## src/sv/wbps_pkg.sv

```systemverilog
// Shared types and constants for the wildcard byte pattern scan unit.
package wbps_pkg;

    // Word opcodes carried on the input mode field
    typedef enum logic [1:0] {
        MODE_CLEAR  = 2'd0,
        MODE_APPEND = 2'd1,
        MODE_START  = 2'd2,
        MODE_SCAN   = 2'd3
    } scan_mode_t;

    // Config register indexes (paddr[2])
    localparam logic REG_BASE_ADDR = 1'b0;

    localparam int unsigned  ADDR_W      = 32;
    localparam int unsigned  LEAD_W      = 16;
    localparam logic [15:0]  LEAD_MAX    = 16'hFFFF;

    // Broadcast control from the front end to every cell of the chain
    typedef struct packed {
        logic       clear_pat;  // drop whole pattern
        logic       clear_pm;   // drop partial-match bits only
        logic       scan;       // shift in one data byte
        logic       store;      // write entry at entry_count
        logic       literal;    // stored entry is a literal
        logic [7:0] pat_byte;
        logic [7:0] data_byte;
    } wbps_cell_ctrl_t;

endpackage

```

## src/sv/wbps_cell.sv

```systemverilog
// One pattern cell: entry value, care bit, tail mark and partial-match bit.
module wbps_cell
    import wbps_pkg::*;
#(
    parameter int unsigned IDX_W = 9,
    parameter int unsigned INDEX = 0
) (
    input  logic            aclk,
    input  logic            aresetn,
    input  wbps_cell_ctrl_t ctrl,
    input  logic [IDX_W-1:0] entry_count,
    input  logic            prev_match,
    output logic            match_out,
    output logic            tail_hit,
    output logic            tail_out
);

    logic       sel;
    logic       loaded_reg;
    logic       care_reg;
    logic       tail_reg;
    logic       pm_reg;
    logic [7:0] value_reg;

    assign sel = (entry_count == IDX_W'(INDEX));

    always_ff @(posedge aclk) begin
        if (!aresetn) begin
            loaded_reg <= 1'b0;
            care_reg   <= 1'b0;
            tail_reg   <= 1'b0;
            pm_reg     <= 1'b0;
        end else if (ctrl.clear_pat) begin
            loaded_reg <= 1'b0;
            care_reg   <= 1'b0;
            tail_reg   <= 1'b0;
            pm_reg     <= 1'b0;
        end else begin
            if (ctrl.clear_pm) begin
                pm_reg <= 1'b0;
            end
            if (ctrl.store && sel) begin
                loaded_reg <= 1'b1;
                care_reg   <= ctrl.literal;
            end
            // last literal marks the end of the compared length
            if (ctrl.store && ctrl.literal) begin
                tail_reg <= sel;
            end
            if (ctrl.scan && loaded_reg) begin
                pm_reg <= prev_match && (!care_reg || (value_reg == ctrl.data_byte));
            end
        end
    end

    // entry value has no reset; only read once loaded
    always_ff @(posedge aclk) begin
        if (ctrl.store && sel) begin
            value_reg <= ctrl.literal ? ctrl.pat_byte : 8'd0;
        end
    end

    assign match_out = pm_reg;
    assign tail_hit  = pm_reg & tail_reg;
    assign tail_out  = tail_reg;

endmodule

```

## config.mk

```make
export PLATFORM = sky130hd
export DESIGN_NAME = wbps_cell
export DESIGN_NICKNAME = d
export VERILOG_FILES = /design/src/sv/wbps_pkg.sv /design/src/sv/wbps_cell.sv
export SDC_FILE = /design/constraint.sdc
export NUM_CORES = 1
export LEC_CHECK = 0
export BUFFER_PORTS_ARGS = -buffer_cell sky130_fd_sc_hd__buf_2
export CORE_MARGIN = 5
export CORE_UTILIZATION = 40
export CTS_CLUSTER_DIAMETER = 200
export DETAILED_ROUTE_END_ITERATION = 16
export PLACE_DENSITY_LB_ADDON = 0.15
export SKIP_CTS_REPAIR_TIMING = 1
export SYNTH_ARGS = -nofsm -noshare
export SYNTH_HDL_FRONTEND = slang
export SYNTH_SLANG_ARGS = --single-unit
export TNS_END_PERCENT = 1
```

## constraint.sdc

```tcl
create_clock -name aclk -period 1.7 [get_ports aclk]
set_input_delay 0 -clock aclk [delete_from_list [all_inputs] [get_ports aclk]]
set_output_delay 0 -clock aclk [all_outputs]
set_load 0.01 [all_outputs]
```

==> out/qor.csv <==
stage;metric;value;unit
clock_network;numCtsBuffers;3;
grt;grt-ovfl-total;0;
place;hpwl;1019;um
clock_network;path_clk_slew;0.08;ns
die;dieArea;2329;sq um
hold_path;hold_class;input port to flip-flop;
sta;tightestPinTransition;0.3287;ns
setup_path;rr_worst_depth;4;
drt;via_count;481;
grt;antenna_found_initial;0;
logic_synthesis;ys_ff_latch;12;
logic_synthesis;synth.cell_area;585.6;sq um
setup_path;cp.required;1.89;ns
clock_network;root_buffer;clkbuf_4;
run_status;outcome;finished, final reports clean;
die;start_util;0.4337;
sta;rsz0062_at_grt;no;
die;coreArea;1350;sq um
job;cap_viol_max_count;0;
drt;avgViaCountPerCell;4.538;
grt;grt_pass1_wl;1821;um
clock_network;clk_latency;0.27;ns
setup_path;reg2reg_to;match_out;
layout;syn_to_final_growth;41.67;%
drt;dr.pass1.iters;4;
sta;period_minus_slack;1.263;ns
power;total_power;0.0005468;W
layout;layout-drive-gt1-share;0.4505;
logic_synthesis;synth_top_area_share;0.4103;
layout;antenna_cells;0;
layout;largest_register_ffs;8;
grt;track_usage;0.1202;
setup_path;cp-end-kind;flip-flop;
sta;setup_tns;0;ns
drt;drt_iter0_drc;5;
power;peakVddDrop;361.1;uV
sta;post-route-period-util;0.7431;
sta;finClkSkew;0.007731;ns
die;die_x;48.26;um
die;die_y;48.26;um
die;num_rows;13;
sta;fmax;791.6;MHz
setup_path;ff2ff_setup_slack;0.44;ns
drt;routed_wl;1203;um
hold_path;min_to;value_reg[2];
grt;grt_pass1_vias;473;
hold_path;whs_path_depth;2;
layout;fill_cells;126;
clock_network;cts_max_path_buffers;2;
layout;fin_nets;125;
layout;stdcell_area;829.5;sq um
setup_path;criticalPathCategory;flip-flop to flip-flop;
setup_path;critPathLaunchType;flip-flop;
sta;max_slew_margin;0.7789;
sta;drv_slew;0;
place;io_buffers;35;
clock_network;clock-sinks;12;
power;p_leak;0.3536;nW
power;powerDensity;659.2;nW/um^2
setup_path;rr_startpoint;value_reg[1];
sta;finalSetupViolCount;0;
sta;whs;0.01715;ns
logic_synthesis;synth_edf_count;8;
logic_synthesis;ys_types;20;
place;place_area;783.3;sq um
logic_synthesis;ys_async_sr_fraction;0;
logic_synthesis;yosysMostFrequentCell;and2_1;
logic_synthesis;synth.avg_cell_area;11.71;sq um
setup_path;slowest_stage;edfxtp_1;
setup_path;worstPathArrival;1.45;ns
drt;antenna_left;0;
drt;drc_errors;0;
logic_synthesis;syn_inst;50;
logic_synthesis;synth.net_count;83;
setup_path;slowest_delay;0.39;ns
logic_synthesis;synth_flop_cell;edfxtp_1;
logic_synthesis;synth_area_leaders;edfxtp_1 (41%), dfxtp_1 (14%), xor2_1 (12%);
clock_network;htreeDepth;1;
grt;grt_max_degree;12;
sta;finalHoldViolCount;0;
logic_synthesis;yosysTopAreaCell;edfxtp_1;
layout;final_util;0.6145;
die;ioPinCount;36;
setup_path;crit_chain;xor2_1, nor4_1, nand3_1, a21oi_1;
place;place_congestion;0.6607;
drt;post_drt_wl_per_cell;11.35;um
logic_synthesis;synth_common_cells;and2_1 (9), edfxtp_1 (8), xor2_1 (8);
logic_synthesis;yosys_warnings;0;
hold_path;min_from;ctrl[10];
clock_network;cts_tree;done;
setup_path;crit_fanout;1;
logic_synthesis;ys_seq_area_frac;0.5470;
kinds of logic (layout without fill, tap and decap cells):
logic type / count (synthesis) / in the layout / synth area share
flip-flops: 12 / 12 / 0.5470
buffers and inverters: 2 / 43 / 0.01281
XOR/XNOR: 8 / 8 / 0.1197
AND/OR/NAND/NOR: 24 / 24 / 0.2714
multiplexers: 1 / 1 / 0.01709
AO/OA/AOI/OAI: 3 / 3 / 0.03205
cell usage in the layout (no fill, tap or decap), drive strengths merged:
cell,instances
clkinv,1
or4,1
buf,36
xor2,8
mux2i,1
a21oi,1
and2,9
nand2,2
nor3b,1
or4b,1
dlygate4sd3,2
dfxtp,4
nor2,4
nand3,1
inv,1
clkbuf,3
a22oi,1
nand2b,1
edfxtp,8
and3,1
a31oi,1
nor4,3
through the flow:
| step | setup WS (ns) | instances |
|---|---|---|
| floorplan | 0.2658 | 50 |
| global placement | 0.2279 | 100 |
| detailed placement | 0.2159 | 100 |
| CTS | 0.4190 | 104 |
| global route | 0.3259 | 106 |
| finish | 0.4367 | 106 |
metal layers:
metal	routed length (um)	part of all wire	GRT usage	vias up
met5	0	0	0	-
met4	11	0.0091	0.06452	0
met3	116	0.096	0.04428	2
met2	592	0.49	0.2057	19
met1	481	0.40	0.1270	204
li1	-	-	-	256
area by class of cell:
type / instances / area [sq um] / share of cell area
clock buffers: 3 / 22.52 / 0.02715
clock inverters: 1 / 3.754 / 0.004525
inverters: 1 / 3.754 / 0.004525
multi-input cells: 36 / 257.7 / 0.3107
flip-flops and latches: 12 / 320.3 / 0.3861
well taps: 15 / 18.77 / 0.02262
repair buffers: 38 / 202.7 / 0.2443
critical path, delay by kind of cell, from the launching register on:
family	cells	cell delay [ns]
and+or+nand+nor	2	0.48
DFF	1	0.39
AOI/OAI and AO/OA	1	0.16
xor gates and xnor gates	1	0.15
where the power goes:
| part | total, W | internal, W | switching, W | leakage [nW] |
|---|---|---|---|---|
| sequential | 0.000311 | 0.000310 | 0.0000000986 | 0.0949 |
| clock | 0.000172 | 0.0000847 | 0.0000869 | 0.0154 |
| combinational | 0.0000646 | 0.0000410 | 0.0000236 | 0.243 |
| total | 0.000547 | 0.000436 | 0.000111 | 0.354 |
worst max path at each step:
stage                   start      endpoint  slack, ns  cells after the start
2_1_floorplan  entry_count[7]      care_reg       0.27                      4
4_1_cts          value_reg[1]     match_out       0.42                      4
6_report         value_reg[1]     match_out       0.44                      4
3_3_place_gp   entry_count[7]  value_reg[2]       0.23                      4
3_5_place_dp   entry_count[7]  value_reg[0]       0.22                      4
5_1_grt          value_reg[1]     match_out       0.33                      4
Note: power is estimated with default switching activity, not from simulation.
